[src/sv/utn_pkg.sv]
package utn_pkg;

  localparam int TRAIL_DEPTH = 32;
  localparam int TRAIL_AW    = (TRAIL_DEPTH > 1) ? $clog2(TRAIL_DEPTH) : 1;
  localparam int TRAIL_CW    = $clog2(TRAIL_DEPTH + 1);

  localparam int Q_DEPTH = 2;
  localparam int Q_AW    = $clog2(Q_DEPTH);
  localparam int Q_CW    = $clog2(Q_DEPTH + 1);

  localparam int CFG_IW = 3;
  localparam logic [CFG_IW-1:0] CFG_FOLD     = 3'd0;
  localparam logic [CFG_IW-1:0] CFG_STRIP    = 3'd1;
  localparam logic [CFG_IW-1:0] CFG_COLLAPSE = 3'd2;
  localparam logic [CFG_IW-1:0] CFG_TRIM     = 3'd3;

  typedef struct packed {
    logic [7:0] data_byte;
    logic       byte_valid;
    logic       end_of_text;
  } in_item_t;

  typedef struct packed {
    logic [7:0] out_byte;
    logic       byte_present;
    logic       run_end;
    logic       text_end;
    logic       trim_overflow;
  } out_item_t;

  typedef struct packed {
    logic fold_fullwidth;
    logic strip_controls;
    logic collapse_whitespace;
    logic trim_edges;
  } cfg_t;

  typedef enum logic {
    EV_CODE = 1'b0,
    EV_MARK = 1'b1
  } ev_kind_t;

  // one decoded code point (after fold/strip) or an end-of-item mark
  typedef struct packed {
    ev_kind_t        kind;
    logic            last;
    logic            eot;
    logic [1:0]      nb_m1;
    logic [3:0][7:0] bytes;
  } ev_t;

endpackage

[src/sv/utn_ram.sv]
module utn_ram #(
  parameter int WIDTH = 8,
  parameter int DEPTH = 32,
  localparam int AW = (DEPTH > 1) ? $clog2(DEPTH) : 1
) (
  input  logic             clk,
  input  logic             we,
  input  logic [AW-1:0]    waddr,
  input  logic [WIDTH-1:0] wdata,
  input  logic             re,
  input  logic [AW-1:0]    raddr,
  output logic [WIDTH-1:0] rdata
);

  logic [WIDTH-1:0] mem_r [DEPTH];
  logic [WIDTH-1:0] rdata_r;

  always_ff @(posedge clk) begin
    if (we) begin
      mem_r[waddr] <= wdata;
    end
    if (re) begin
      rdata_r <= mem_r[raddr];
    end
  end

  assign rdata = rdata_r;

endmodule

[src/sv/utn_fifo.sv]
module utn_fifo import utn_pkg::*; (
  input  logic clk,
  input  logic rst_n,
  input  logic push,
  input  ev_t  push_data,
  output logic full,
  input  logic pop,
  output ev_t  pop_data,
  output logic empty
);

  ev_t             mem_r [Q_DEPTH];
  logic [Q_AW-1:0] wptr_r, wptr_nxt;
  logic [Q_AW-1:0] rptr_r, rptr_nxt;
  logic [Q_CW-1:0] cnt_r, cnt_nxt;

  assign full     = (cnt_r == Q_CW'(Q_DEPTH));
  assign empty    = (cnt_r == '0);
  assign pop_data = mem_r[rptr_r];

  always_comb begin
    wptr_nxt = push ? wptr_r + Q_AW'(1) : wptr_r;
    rptr_nxt = pop ? rptr_r + Q_AW'(1) : rptr_r;
    cnt_nxt  = cnt_r;
    if (push && !pop) begin
      cnt_nxt = cnt_r + Q_CW'(1);
    end else if (pop && !push) begin
      cnt_nxt = cnt_r - Q_CW'(1);
    end
  end

  always_ff @(posedge clk) begin
    if (push) begin
      mem_r[wptr_r] <= push_data;
    end
  end

  always_ff @(posedge clk) begin
    if (!rst_n) begin
      wptr_r <= '0;
      rptr_r <= '0;
      cnt_r  <= '0;
    end else begin
      wptr_r <= wptr_nxt;
      rptr_r <= rptr_nxt;
      cnt_r  <= cnt_nxt;
    end
  end

endmodule

[src/sv/utn_front.sv]
module utn_front import utn_pkg::*; (
  input  logic     clk,
  input  logic     rst_n,
  input  cfg_t     cfg,
  input  logic     in_valid,
  output logic     in_ready,
  input  in_item_t in_data,
  output logic     q_push,
  output ev_t      q_data,
  input  logic     q_full
);

  localparam logic [20:0] FW_LO      = 21'h0FF01;
  localparam logic [20:0] FW_HI      = 21'h0FF5E;
  localparam logic [20:0] FW_OFS     = 21'h0FEE0;
  localparam logic [20:0] IDEO_SPACE = 21'h03000;
  localparam logic [20:0] CP_SPACE   = 21'h00020;
  localparam logic [20:0] CP_TAB     = 21'h00009;
  localparam logic [20:0] CP_LF      = 21'h0000A;
  localparam logic [20:0] CP_CR      = 21'h0000D;
  localparam logic [20:0] CP_DEL     = 21'h0007F;
  localparam logic [20:0] C1_LO      = 21'h00080;
  localparam logic [20:0] C1_HI      = 21'h0009F;

  typedef enum logic [3:0] {
    F_IDLE = 4'b0001,
    F_BYTE = 4'b0010,
    F_REL  = 4'b0100,
    F_MARK = 4'b1000
  } fst_t;

  fst_t            st_r, st_nxt;
  logic [7:0]      byte_r, byte_nxt;
  logic            eot_r, eot_nxt;
  logic            bpend_r, bpend_nxt;
  logic            pushed_r, pushed_nxt;
  logic [2:0][7:0] held_r, held_nxt;
  logic [1:0]      hcnt_r, hcnt_nxt;
  logic [2:0]      exp_r, exp_nxt;
  logic [20:0]     part_r, part_nxt;
  logic [1:0]      ridx_r, ridx_nxt;

  logic        is_cont, lead2, lead3, lead4, lead, complete, single;
  logic [20:0] part_new, cp, v;
  logic [7:0]  sbyte;
  logic        fw_hit, sp_hit, drop, code_now, push_now;
  ev_t         ev;

  always_comb begin
    is_cont  = (byte_r[7:6] == 2'b10);
    lead2    = byte_r inside {[8'hC2:8'hDF]};
    lead3    = byte_r inside {[8'hE0:8'hEF]};
    lead4    = byte_r inside {[8'hF0:8'hF4]};
    lead     = lead2 || lead3 || lead4;
    part_new = {part_r[14:0], byte_r[5:0]};
    complete = (({1'b0, hcnt_r} + 3'd1) >= exp_r) || (hcnt_r == 2'd3);
    single   = (st_r == F_REL) || (hcnt_r == 2'd0);
    sbyte    = (st_r == F_REL) ? held_r[ridx_r] : byte_r;
    cp       = single ? {13'b0, sbyte} : part_new;

    fw_hit = cfg.fold_fullwidth && (cp inside {[FW_LO:FW_HI]});
    sp_hit = cfg.fold_fullwidth && (cp == IDEO_SPACE);
    if (fw_hit) begin
      v = cp - FW_OFS;
    end else if (sp_hit) begin
      v = CP_SPACE;
    end else begin
      v = cp;
    end
    drop = cfg.strip_controls &&
           (((v < CP_SPACE) && (v != CP_TAB) && (v != CP_LF) && (v != CP_CR)) ||
            (v == CP_DEL) || (v inside {[C1_LO:C1_HI]}));

    ev.kind = EV_CODE;
    ev.last = 1'b0;
    ev.eot  = eot_r;
    if (fw_hit || sp_hit) begin
      ev.nb_m1 = 2'd0;
      ev.bytes = {24'b0, v[7:0]};
    end else if (single) begin
      ev.nb_m1 = 2'd0;
      ev.bytes = {24'b0, sbyte};
    end else begin
      ev.nb_m1    = hcnt_r;
      ev.bytes[0] = held_r[0];
      ev.bytes[1] = (hcnt_r > 2'd1) ? held_r[1] : byte_r;
      ev.bytes[2] = (hcnt_r > 2'd2) ? held_r[2] : byte_r;
      ev.bytes[3] = byte_r;
    end
  end

  always_comb begin
    st_nxt     = st_r;
    byte_nxt   = byte_r;
    eot_nxt    = eot_r;
    bpend_nxt  = bpend_r;
    pushed_nxt = pushed_r;
    held_nxt   = held_r;
    hcnt_nxt   = hcnt_r;
    exp_nxt    = exp_r;
    part_nxt   = part_r;
    ridx_nxt   = ridx_r;
    q_push     = 1'b0;
    q_data     = ev;
    in_ready   = (st_r == F_IDLE);
    code_now   = (hcnt_r == 2'd0) ? !lead : complete;
    push_now   = 1'b0;

    case (st_r)
      F_IDLE: begin
        if (in_valid) begin
          byte_nxt   = in_data.data_byte;
          eot_nxt    = in_data.end_of_text;
          bpend_nxt  = in_data.byte_valid;
          pushed_nxt = 1'b0;
          ridx_nxt   = 2'd0;
          if (in_data.byte_valid) begin
            st_nxt = F_BYTE;
          end else if (in_data.end_of_text) begin
            st_nxt = (hcnt_r != 2'd0) ? F_REL : F_MARK;
          end
        end
      end
      F_BYTE: begin
        if ((hcnt_r != 2'd0) && !is_cont) begin
          st_nxt   = F_REL;
          ridx_nxt = 2'd0;
        end else if (!code_now || drop || !q_full) begin
          if ((hcnt_r == 2'd0) && lead) begin
            held_nxt[0] = byte_r;
            hcnt_nxt    = 2'd1;
            if (lead2) begin
              exp_nxt  = 3'd2;
              part_nxt = {16'b0, byte_r[4:0]};
            end else if (lead3) begin
              exp_nxt  = 3'd3;
              part_nxt = {17'b0, byte_r[3:0]};
            end else begin
              exp_nxt  = 3'd4;
              part_nxt = {18'b0, byte_r[2:0]};
            end
          end else if ((hcnt_r != 2'd0) && !complete) begin
            held_nxt[hcnt_r] = byte_r;
            hcnt_nxt         = hcnt_r + 2'd1;
            part_nxt         = part_new;
          end else if (hcnt_r != 2'd0) begin
            hcnt_nxt = 2'd0;
            exp_nxt  = 3'd0;
            part_nxt = 21'd0;
          end
          push_now    = code_now && !drop;
          q_push      = push_now;
          q_data.last = !eot_r;
          pushed_nxt  = pushed_r || push_now;
          bpend_nxt   = 1'b0;
          ridx_nxt    = 2'd0;
          if (eot_r) begin
            st_nxt = (hcnt_nxt != 2'd0) ? F_REL : F_MARK;
          end else if (push_now) begin
            st_nxt = F_IDLE;
          end else if (pushed_r) begin
            st_nxt = F_MARK;
          end else begin
            st_nxt = F_IDLE;
          end
        end
      end
      F_REL: begin
        if (drop || !q_full) begin
          q_push     = !drop;
          pushed_nxt = pushed_r || !drop;
          if (ridx_r == hcnt_r - 2'd1) begin
            hcnt_nxt = 2'd0;
            exp_nxt  = 3'd0;
            part_nxt = 21'd0;
            st_nxt   = bpend_r ? F_BYTE : F_MARK;
          end else begin
            ridx_nxt = ridx_r + 2'd1;
          end
        end
      end
      F_MARK: begin
        if (!q_full) begin
          q_push      = 1'b1;
          q_data.kind = EV_MARK;
          q_data.last = 1'b1;
          st_nxt      = F_IDLE;
        end
      end
      default: st_nxt = F_IDLE;
    endcase
  end

  always_ff @(posedge clk) begin
    byte_r <= byte_nxt;
    held_r <= held_nxt;
  end

  always_ff @(posedge clk) begin
    if (!rst_n) begin
      st_r     <= F_IDLE;
      eot_r    <= 1'b0;
      bpend_r  <= 1'b0;
      pushed_r <= 1'b0;
      hcnt_r   <= 2'd0;
      exp_r    <= 3'd0;
      part_r   <= 21'd0;
      ridx_r   <= 2'd0;
    end else begin
      st_r     <= st_nxt;
      eot_r    <= eot_nxt;
      bpend_r  <= bpend_nxt;
      pushed_r <= pushed_nxt;
      hcnt_r   <= hcnt_nxt;
      exp_r    <= exp_nxt;
      part_r   <= part_nxt;
      ridx_r   <= ridx_nxt;
    end
  end

endmodule

[src/sv/utn_back.sv]
module utn_back import utn_pkg::*; (
  input  logic      clk,
  input  logic      rst_n,
  input  cfg_t      cfg,
  input  logic      q_empty,
  output logic      q_pop,
  input  ev_t       q_data,
  output logic      out_valid,
  input  logic      out_ready,
  output out_item_t out_data
);

  localparam logic [7:0] ASCII_SPACE = 8'h20;

  typedef enum logic [3:0] {
    B_IDLE  = 4'b0001,
    B_CODE  = 4'b0010,
    B_MARK  = 4'b0100,
    B_FLUSH = 4'b1000
  } bst_t;

  function automatic logic is_ws(input logic [7:0] b);
    return (b == ASCII_SPACE) || (b inside {[8'h09:8'h0D]});
  endfunction

  bst_t                st_r, st_nxt;
  ev_t                 ev_r, ev_nxt;
  logic [1:0]          idx_r, idx_nxt;
  logic                isr_r, isr_nxt;
  logic                anye_r, anye_nxt;
  logic [TRAIL_CW-1:0] cnt_r, cnt_nxt;
  logic                ovf_r, ovf_nxt;
  logic [TRAIL_AW-1:0] fl_idx_r, fl_idx_nxt;
  logic                fl_mark_r, fl_mark_nxt;
  logic                pend_v_r, pend_v_nxt;
  out_item_t           pend_r, pend_nxt;
  logic                out_v_r, out_v_nxt;
  out_item_t           out_r, out_nxt;

  logic                ram_we, ram_re;
  logic [TRAIL_AW-1:0] ram_raddr;
  logic [7:0]          ram_rdata;

  logic [7:0] cur_b, cur_x, put_byte;
  logic       b_ws, x_ws, sp, need_fl, buf_path, sink_ok, out_free;
  logic       put, ld, adv, fl_start;

  utn_ram #(
    .WIDTH (8),
    .DEPTH (TRAIL_DEPTH)
  ) u_trail (
    .clk   (clk),
    .we    (ram_we),
    .waddr (cnt_r[TRAIL_AW-1:0]),
    .wdata (cur_x),
    .re    (ram_re),
    .raddr (ram_raddr),
    .rdata (ram_rdata)
  );

  always_comb begin
    cur_b    = ev_r.bytes[idx_r];
    b_ws     = is_ws(cur_b);
    sp       = cfg.collapse_whitespace && isr_r && anye_r;
    cur_x    = sp ? ASCII_SPACE : cur_b;
    x_ws     = is_ws(cur_x);
    need_fl  = (cnt_r != '0) && (!x_ws || !cfg.trim_edges);
    buf_path = x_ws && cfg.trim_edges;
    sink_ok  = !pend_v_r || !out_v_r || out_ready;
    out_free = !out_v_r || out_ready;
  end

  always_comb begin
    st_nxt      = st_r;
    ev_nxt      = ev_r;
    idx_nxt     = idx_r;
    isr_nxt     = isr_r;
    anye_nxt    = anye_r;
    cnt_nxt     = cnt_r;
    ovf_nxt     = ovf_r;
    fl_idx_nxt  = fl_idx_r;
    fl_mark_nxt = fl_mark_r;
    pend_v_nxt  = pend_v_r;
    pend_nxt    = pend_r;
    out_v_nxt   = out_v_r;
    out_nxt     = out_r;
    q_pop       = 1'b0;
    ram_we      = 1'b0;
    ram_re      = 1'b0;
    ram_raddr   = '0;
    put         = 1'b0;
    put_byte    = cur_x;
    ld          = 1'b0;
    adv         = 1'b0;
    fl_start    = 1'b0;

    if (out_v_r && out_ready) begin
      out_v_nxt = 1'b0;
    end

    case (st_r)
      B_IDLE: ld = 1'b1;
      B_CODE: begin
        if (cfg.collapse_whitespace && b_ws) begin
          isr_nxt = 1'b1;
          adv     = 1'b1;
        end else if (need_fl) begin
          fl_start    = 1'b1;
          fl_mark_nxt = 1'b0;
        end else if (buf_path) begin
          if (anye_r) begin
            if (cnt_r < TRAIL_CW'(TRAIL_DEPTH)) begin
              ram_we  = 1'b1;
              cnt_nxt = cnt_r + TRAIL_CW'(1);
            end else begin
              ovf_nxt = 1'b1;
            end
          end
          isr_nxt = 1'b0;
          adv     = !sp;
        end else if (sink_ok) begin
          put     = 1'b1;
          isr_nxt = 1'b0;
          adv     = !sp;
          if (!x_ws) begin
            anye_nxt = 1'b1;
          end
        end
      end
      B_MARK: begin
        if (ev_r.eot && !cfg.trim_edges && (cnt_r != '0)) begin
          fl_start    = 1'b1;
          fl_mark_nxt = 1'b1;
        end else if (out_free || (!pend_v_r && !ev_r.eot)) begin
          if (pend_v_r) begin
            out_nxt          = pend_r;
            out_nxt.run_end  = 1'b1;
            out_nxt.text_end = ev_r.eot;
            if (ev_r.eot) begin
              out_nxt.trim_overflow = ovf_r;
            end
            out_v_nxt  = 1'b1;
            pend_v_nxt = 1'b0;
          end else if (ev_r.eot) begin
            out_nxt   = '{out_byte: 8'h00, byte_present: 1'b0, run_end: 1'b1,
                          text_end: 1'b1, trim_overflow: ovf_r};
            out_v_nxt = 1'b1;
          end
          if (ev_r.eot) begin
            isr_nxt  = 1'b0;
            anye_nxt = 1'b0;
            cnt_nxt  = '0;
            ovf_nxt  = 1'b0;
          end
          ld = 1'b1;
        end
      end
      B_FLUSH: begin
        put_byte = ram_rdata;
        if (sink_ok) begin
          put = 1'b1;
          if ((TRAIL_CW'(fl_idx_r) + TRAIL_CW'(1)) == cnt_r) begin
            cnt_nxt = '0;
            st_nxt  = fl_mark_r ? B_MARK : B_CODE;
          end else begin
            ram_re     = 1'b1;
            ram_raddr  = fl_idx_r + TRAIL_AW'(1);
            fl_idx_nxt = fl_idx_r + TRAIL_AW'(1);
          end
        end
      end
      default: st_nxt = B_IDLE;
    endcase

    if (adv) begin
      if (idx_r == ev_r.nb_m1) begin
        if (ev_r.last) begin
          st_nxt = B_MARK;
        end else begin
          ld = 1'b1;
        end
      end else begin
        idx_nxt = idx_r + 2'd1;
      end
    end

    if (fl_start) begin
      ram_re     = 1'b1;
      ram_raddr  = '0;
      fl_idx_nxt = '0;
      st_nxt     = B_FLUSH;
    end

    if (put) begin
      pend_nxt   = '{out_byte: put_byte, byte_present: 1'b1, run_end: 1'b0,
                     text_end: 1'b0, trim_overflow: ovf_r};
      pend_v_nxt = 1'b1;
      if (pend_v_r) begin
        out_nxt   = pend_r;
        out_v_nxt = 1'b1;
      end
    end

    if (ld) begin
      if (!q_empty) begin
        q_pop   = 1'b1;
        ev_nxt  = q_data;
        idx_nxt = 2'd0;
        st_nxt  = (q_data.kind == EV_CODE) ? B_CODE : B_MARK;
      end else begin
        st_nxt = B_IDLE;
      end
    end
  end

  assign out_valid = out_v_r;
  assign out_data  = out_r;

  always_ff @(posedge clk) begin
    ev_r   <= ev_nxt;
    pend_r <= pend_nxt;
    out_r  <= out_nxt;
  end

  always_ff @(posedge clk) begin
    if (!rst_n) begin
      st_r      <= B_IDLE;
      idx_r     <= 2'd0;
      isr_r     <= 1'b0;
      anye_r    <= 1'b0;
      cnt_r     <= '0;
      ovf_r     <= 1'b0;
      fl_idx_r  <= '0;
      fl_mark_r <= 1'b0;
      pend_v_r  <= 1'b0;
      out_v_r   <= 1'b0;
    end else begin
      st_r      <= st_nxt;
      idx_r     <= idx_nxt;
      isr_r     <= isr_nxt;
      anye_r    <= anye_nxt;
      cnt_r     <= cnt_nxt;
      ovf_r     <= ovf_nxt;
      fl_idx_r  <= fl_idx_nxt;
      fl_mark_r <= fl_mark_nxt;
      pend_v_r  <= pend_v_nxt;
      out_v_r   <= out_v_nxt;
    end
  end

endmodule

[src/sv/utf8_text_normalizer_core.sv]
// Channel  Ports                         Payload              Transfer when
// input    in_valid / in_ready           in_data (in_item_t)  in_valid && in_ready
// output   out_valid / out_ready         out_data (out_item_t) out_valid && out_ready
// config   cfg_valid / cfg_ready         cfg_index, cfg_data  cfg_valid && cfg_ready
//
// Front: accepts an item, then passes over its byte (a byte that breaks a held
// sequence first has the held bytes released one at a time, then is passed over
// again), and sends an end mark (end of text, or a release the byte does not close).
// Back: handles each code point byte or inserted space in turn, closes each item,
// and flushes buffered trailing spaces; one result is held back for run_end. A 2-entry queue
// lets each side stall alone. Sync active-low reset, no clearing pass.
module utf8_text_normalizer_core import utn_pkg::*; (
  input  logic              clk,
  input  logic              rst_n,
  input  logic              in_valid,
  output logic              in_ready,
  input  in_item_t          in_data,
  output logic              out_valid,
  input  logic              out_ready,
  output out_item_t         out_data,
  input  logic              cfg_valid,
  output logic              cfg_ready,
  input  logic [CFG_IW-1:0] cfg_index,
  input  logic              cfg_data
);

  cfg_t cfg_r;
  logic q_push, q_full, q_pop, q_empty;
  ev_t  q_wdata, q_rdata;

  assign cfg_ready = 1'b1;

  always_ff @(posedge clk) begin
    if (!rst_n) begin
      cfg_r <= '0;
    end else if (cfg_valid) begin
      case (cfg_index)
        CFG_FOLD:     cfg_r.fold_fullwidth      <= cfg_data;
        CFG_STRIP:    cfg_r.strip_controls      <= cfg_data;
        CFG_COLLAPSE: cfg_r.collapse_whitespace <= cfg_data;
        CFG_TRIM:     cfg_r.trim_edges          <= cfg_data;
        default: ;
      endcase
    end
  end

  utn_front u_front (
    .clk      (clk),
    .rst_n    (rst_n),
    .cfg      (cfg_r),
    .in_valid (in_valid),
    .in_ready (in_ready),
    .in_data  (in_data),
    .q_push   (q_push),
    .q_data   (q_wdata),
    .q_full   (q_full)
  );

  utn_fifo u_queue (
    .clk       (clk),
    .rst_n     (rst_n),
    .push      (q_push),
    .push_data (q_wdata),
    .full      (q_full),
    .pop       (q_pop),
    .pop_data  (q_rdata),
    .empty     (q_empty)
  );

  utn_back u_back (
    .clk       (clk),
    .rst_n     (rst_n),
    .cfg       (cfg_r),
    .q_empty   (q_empty),
    .q_pop     (q_pop),
    .q_data    (q_rdata),
    .out_valid (out_valid),
    .out_ready (out_ready),
    .out_data  (out_data)
  );

endmodule
[config.mk]
export PLATFORM = sky130hd
export DESIGN_NAME = utf8_text_normalizer_core
export DESIGN_NICKNAME = d
export VERILOG_FILES = /design/src/sv/utn_pkg.sv /design/src/sv/utn_ram.sv /design/src/sv/utn_fifo.sv /design/src/sv/utn_front.sv /design/src/sv/utn_back.sv /design/src/sv/utf8_text_normalizer_core.sv
export SDC_FILE = /design/constraint.sdc
export NUM_CORES = 1
export LEC_CHECK = 0
export ABC_AREA = 0
export BUFFER_PORTS_ARGS = -buffer_cell sky130_fd_sc_hd__buf_2
export CAP_MARGIN = 15
export CELL_PAD_IN_SITES_DETAIL_PLACEMENT = 1
export CELL_PAD_IN_SITES_GLOBAL_PLACEMENT = 2
export CORE_ASPECT_RATIO = 1.75
export CORE_MARGIN = 2
export CORE_UTILIZATION = 34
export CTS_BUF_LIST = sky130_fd_sc_hd__clkbuf_8
export DETAILED_ROUTE_END_ITERATION = 10
export GPL_TIMING_DRIVEN = 0
export PLACE_DENSITY_LB_ADDON = 0.1
export REMOVE_ABC_BUFFERS = 1
export SLEW_MARGIN = 20
export SYNTH_ARGS = -nofsm -noshare
export SYNTH_HDL_FRONTEND = slang
export SYNTH_HIERARCHICAL = 1
export SYNTH_SLANG_ARGS = --single-unit
[constraint.sdc]
create_clock -name clk -period 7.3 [get_ports clk]
set_input_delay 0.365 -clock clk [delete_from_list [all_inputs] [get_ports clk]]
set_output_delay 0.365 -clock clk [all_outputs]
set_load 0.01 [all_outputs]
==> results by group <==
Setup path
  • FF-to-FF path depth: 16
  • WS Path Type: register to register
  • Worst r2r src: u_front/hcnt_r[0]$_SDFFE_PN0P_
  • CP arrival: 6.44 ns
  • Max stage delay on crit path: 0.80 ns
  • CP max-delay cell: ha_1
  • CP Cell Sequence: inv_1 -> ha_1 -> clkinv_1 -> a211o_1 -> nand2_1 -> inv_1 -> ha_1 -> o21ai_0 -> nor2_1 -> a221o_1 -> or3_4 -> nand3_2 -> a21oi_1 -> nor2_1 -> nor2b_4 -> buf_12
  • Startpoint types: register
  • R2R Path End: u_queue/mem_r[0][9]$_DFFE_PP_
  • Reg2Reg Setup Slack: 1.20 ns
  • Required time of the worst setup path: 7.64 ns
  • Worst Path Max Fanout: 24
  • Crit end category: register

Clock tree
  • Root Driver: clkbuf_8
  • Clock buffer depth: 3
  • H-tree Lvls: 3
  • CTS tree: yes
  • Clock latency on the worst-skew pair: 0.67 ns
  • Worst-path clk slew: 0.06 ns
  • TritonCTS Buffers: 78
  • Clock tree sinks: 488

Yosys
  • Syn Area/Cell: 15.2 µm²
  • Count leader, synth: edfxtp_1
  • Dominant synthesized flop cell: edfxtp_1
  • Post-synthesis register bit count: 488
  • Top cells by count, synth: edfxtp_1 (415), nor2_1 (119), nand2_1 (92)
  • Seq/Total Area, Yosys: 0.647
  • Distinct cells, synth: 103
  • Syn Inst Count: 1419
  • Post-synthesis cell area: 21500 µm²
  • EDFF count, synth: 415
  • Ys async rst share: 0
  • Synthesis Warnings: 6
  • Top post-synthesis cells by area: edfxtp_1 (58%), mux4_2 (9.0%), dfxtp_1 (6.8%)
  • Area leader, netlist: edfxtp_1
  • Share of the synthesized area in the top cell type: 0.579

Route
  • Vias/cell: 5.19
  • Starting DRT DRC Count: 499
  • Vias: 12300
  • 1st-pass router iterations: 5
  • Wire per inst: 23.8 µm
  • Residual DRC: 0
  • DRT Wirelength: 56.4 mm
  • Antenna Nets Post-Route: 0

Die
  • Initial Util: 0.342
  • Die height: 337 µm
  • Top-Level Pins: 34
  • Die X: 194 µm
  • Row Count: 122
  • Core Region: 62900 µm²
  • Die Footprint: 65400 µm²

Final layout
  • Area delta synth->final: 13.4%
  • Post-Layout Cell Count: 2371
  • Final instance area: 24400 µm²
  • Share of layout cells above drive strength 1: 0.232
  • Nets: 1536

Hold path
  • Hold depth: 3
  • Hold_sp: in_data[1]
  • Hold EP: u_front/bpend_r$_SDFFE_PN0P_
  • Worst hold path class: input port to register

Timing
  • Final hold violation count: 0
  • Unrepaired setup endpoints after global routing: false
  • Max-slew violation count: 0
  • Fmax: 164 MHz
  • Min Tclk post-route: 6.10 ns
  • Layout Skew: 0.0344 ns
  • Final period utilization: 0.836
  • Final Setup Violations: 0
  • Setup ws final: 1.20 ns
  • Worst-margin pin slew: 1.11 ns
  • Relative slew slack: 0.249

Power
  • Switching power: 1.76 mW
  • Net Sw Frac: 0.271
  • Pint: 4.74 mW
  • Leakage: 7.91 nW
  • Sequential power share: 0.531
  • Combinational power share: 0.128
  • Power Density: 266 nW/µm²
  • Power share of the clock group: 0.341
  • VDD IR max: 0.000140 V
  • Pwr Total: 6.50 mW

Placed design
  • GP Congestion: 0.811
  • Hpwl dp: 40.9 mm
  • Placed insts: 2214
  • DP Area: 22800 µm²
  • PortBufs: 32
  • Post-Place Setup Slack: 1.12 ns

Global route
  • Largest net degree at the start of global routing: 57
  • Total Routing Usage GR: 0.176
  • Vias in the first global route: 13600
  • Initial antenna violation count: 1
  • Global-route wire length before repair: 85.9 mm
  • Grt total ovfl: 0

Outcome
  • Outcome: complete, no violations

Flow run
  • Max-cap violations: 0
cell type report:
| type | instances | area (µm²) |
|---|---|---|
| Antenna cell | 1 | 2.50 |
| Clock buffer | 79 | 1090 |
| Clock inverter | 64 | 357 |
| Fill cell | 6390 | 38500 |
| Inverter | 41 | 154 |
| Multi-Input combinational cell | 824 | 7200 |
| Sequential cell | 488 | 13900 |
| Tap cell | 806 | 1010 |
| Timing Repair Buffer | 68 | 672 |
metrics by stage:
step	hold slack (ns)	util	TNS, ns
final	0.113	0.388	0
after detailed placement	0.440	0.363	0
after global placement	0.426	0.355	-106.80
after global routing	0.101	0.388	0
after floorplan	0.429	-	-7.06
after CTS	0.0466	0.388	0
flip-flops by register name, indices dropped and copies added, names as in the netlist, 6 cells and up, named ones only:
name                  cells
u_back/cnt_r              6
u_front/part_r           15
u_queue/mem_r            74
u_front/held_r           24
u_back/ev_r              36
u_front/byte_r            8
u_back/pend_r             9
u_back/u_trail/mem_r    256
u_back/u_trail/rdata      8
u_back/out_data          12
critical path, delay by kind of cell, from the launching register on:
family | cells | cell delay [ns]
adders and majority gates | 2 | 1.07
AOI/OAI and AO/OA | 4 | 1.36
DFF | 1 | 0.44
buffers and inverters | 4 | 1.20
and+or+nand+nor | 6 | 1.69
worst max-delay path by stage:
stage | start | end | cells after the start
floorplan | u_back/fl_idx_r[0]$_SDFFE_PP0P_ | u_back/u_trail/rdata[0]$_DFFE_PP_ | 9
global placement | u_back/st_r[2]$_SDFF_PN0_ | u_back/u_trail/rdata[4]$_DFFE_PP_ | 8
detailed placement | u_front/hcnt_r[0]$_SDFFE_PN0P_ | u_queue/mem_r[0][9]$_DFFE_PP_ | 16
CTS | u_front/hcnt_r[0]$_SDFFE_PN0P_ | u_queue/mem_r[0][9]$_DFFE_PP_ | 16
global route | u_front/hcnt_r[0]$_SDFFE_PN0P_ | u_queue/mem_r[0][9]$_DFFE_PP_ | 16
finish | u_front/hcnt_r[0]$_SDFFE_PN0P_ | u_queue/mem_r[0][9]$_DFFE_PP_ | 16
power groups by stage:
stage	clock network [mW]	registers, mW	logic [mW]
global placement	0	3.55	0.744
global route	2.44	3.47	0.928
detailed placement	0	3.52	0.858
floorplan	0	3.49	0.484
finish	2.22	3.45	0.832
CTS	2.33	3.46	0.865
cell usage in the layout (no fill, tap or decap), drive strengths merged, types with 6 or more instances in the layout:
cell         instances
nand3b              11
xnor2                8
or4                  9
nand2               93
nor4b                7
edfxtp             415
nor2b                8
nor2               120
and2                30
o211ai              10
clkbuf              79
and4                 8
and3                12
a21oi               30
nor3                17
inv                 63
clkinv              37
a22oi                7
or3                 13
a211oi               7
ha                  16
nand2b              18
a21o                 8
dfxtp               73
nand3               29
o31ai               10
nand4                9
buf                 55
mux4                88
nor4                 6
xor2                 8
o21ai               34
mux2i               55
mux2                55
dlygate4sd3         13
cells by family (layout without fill, tap and decap cells):
logic type / Yosys count / after routing / synth area share
adders and majority gates: 16 / 16 / 0.00930
muxes: 198 / 198 / 0.147
DFF: 488 / 488 / 0.647
and+or+nand+nor: 411 / 411 / 0.101
other: 1 / 2 / 0.000174
xor gates and xnor gates: 17 / 17 / 0.00756
buffers and inverters: 107 / 252 / 0.0235
AOI/OAI and AO/OA: 181 / 181 / 0.0649
metal layers:
| metal | vias up | GRT usage | wire length (µm) |
|---|---|---|---|
| li1 | 5728 | - | - |
| met1 | 6333 | 0.162 | 18800 |
| met2 | 168 | 0.372 | 34100 |
| met3 | 88 | 0.0237 | 1430 |
| met4 | 0 | 0.0804 | 2000 |
| met5 | - | 0 | 0 |
what timing repair did:
item                                   4_1_cts  5_1_grt
gates resized for setup                      0        0
buffers inserted                             0        0
endpoints found under the hold margin       11        0
hold buffers                                13        0
Note: power is estimated with default switching activity, not from simulation.
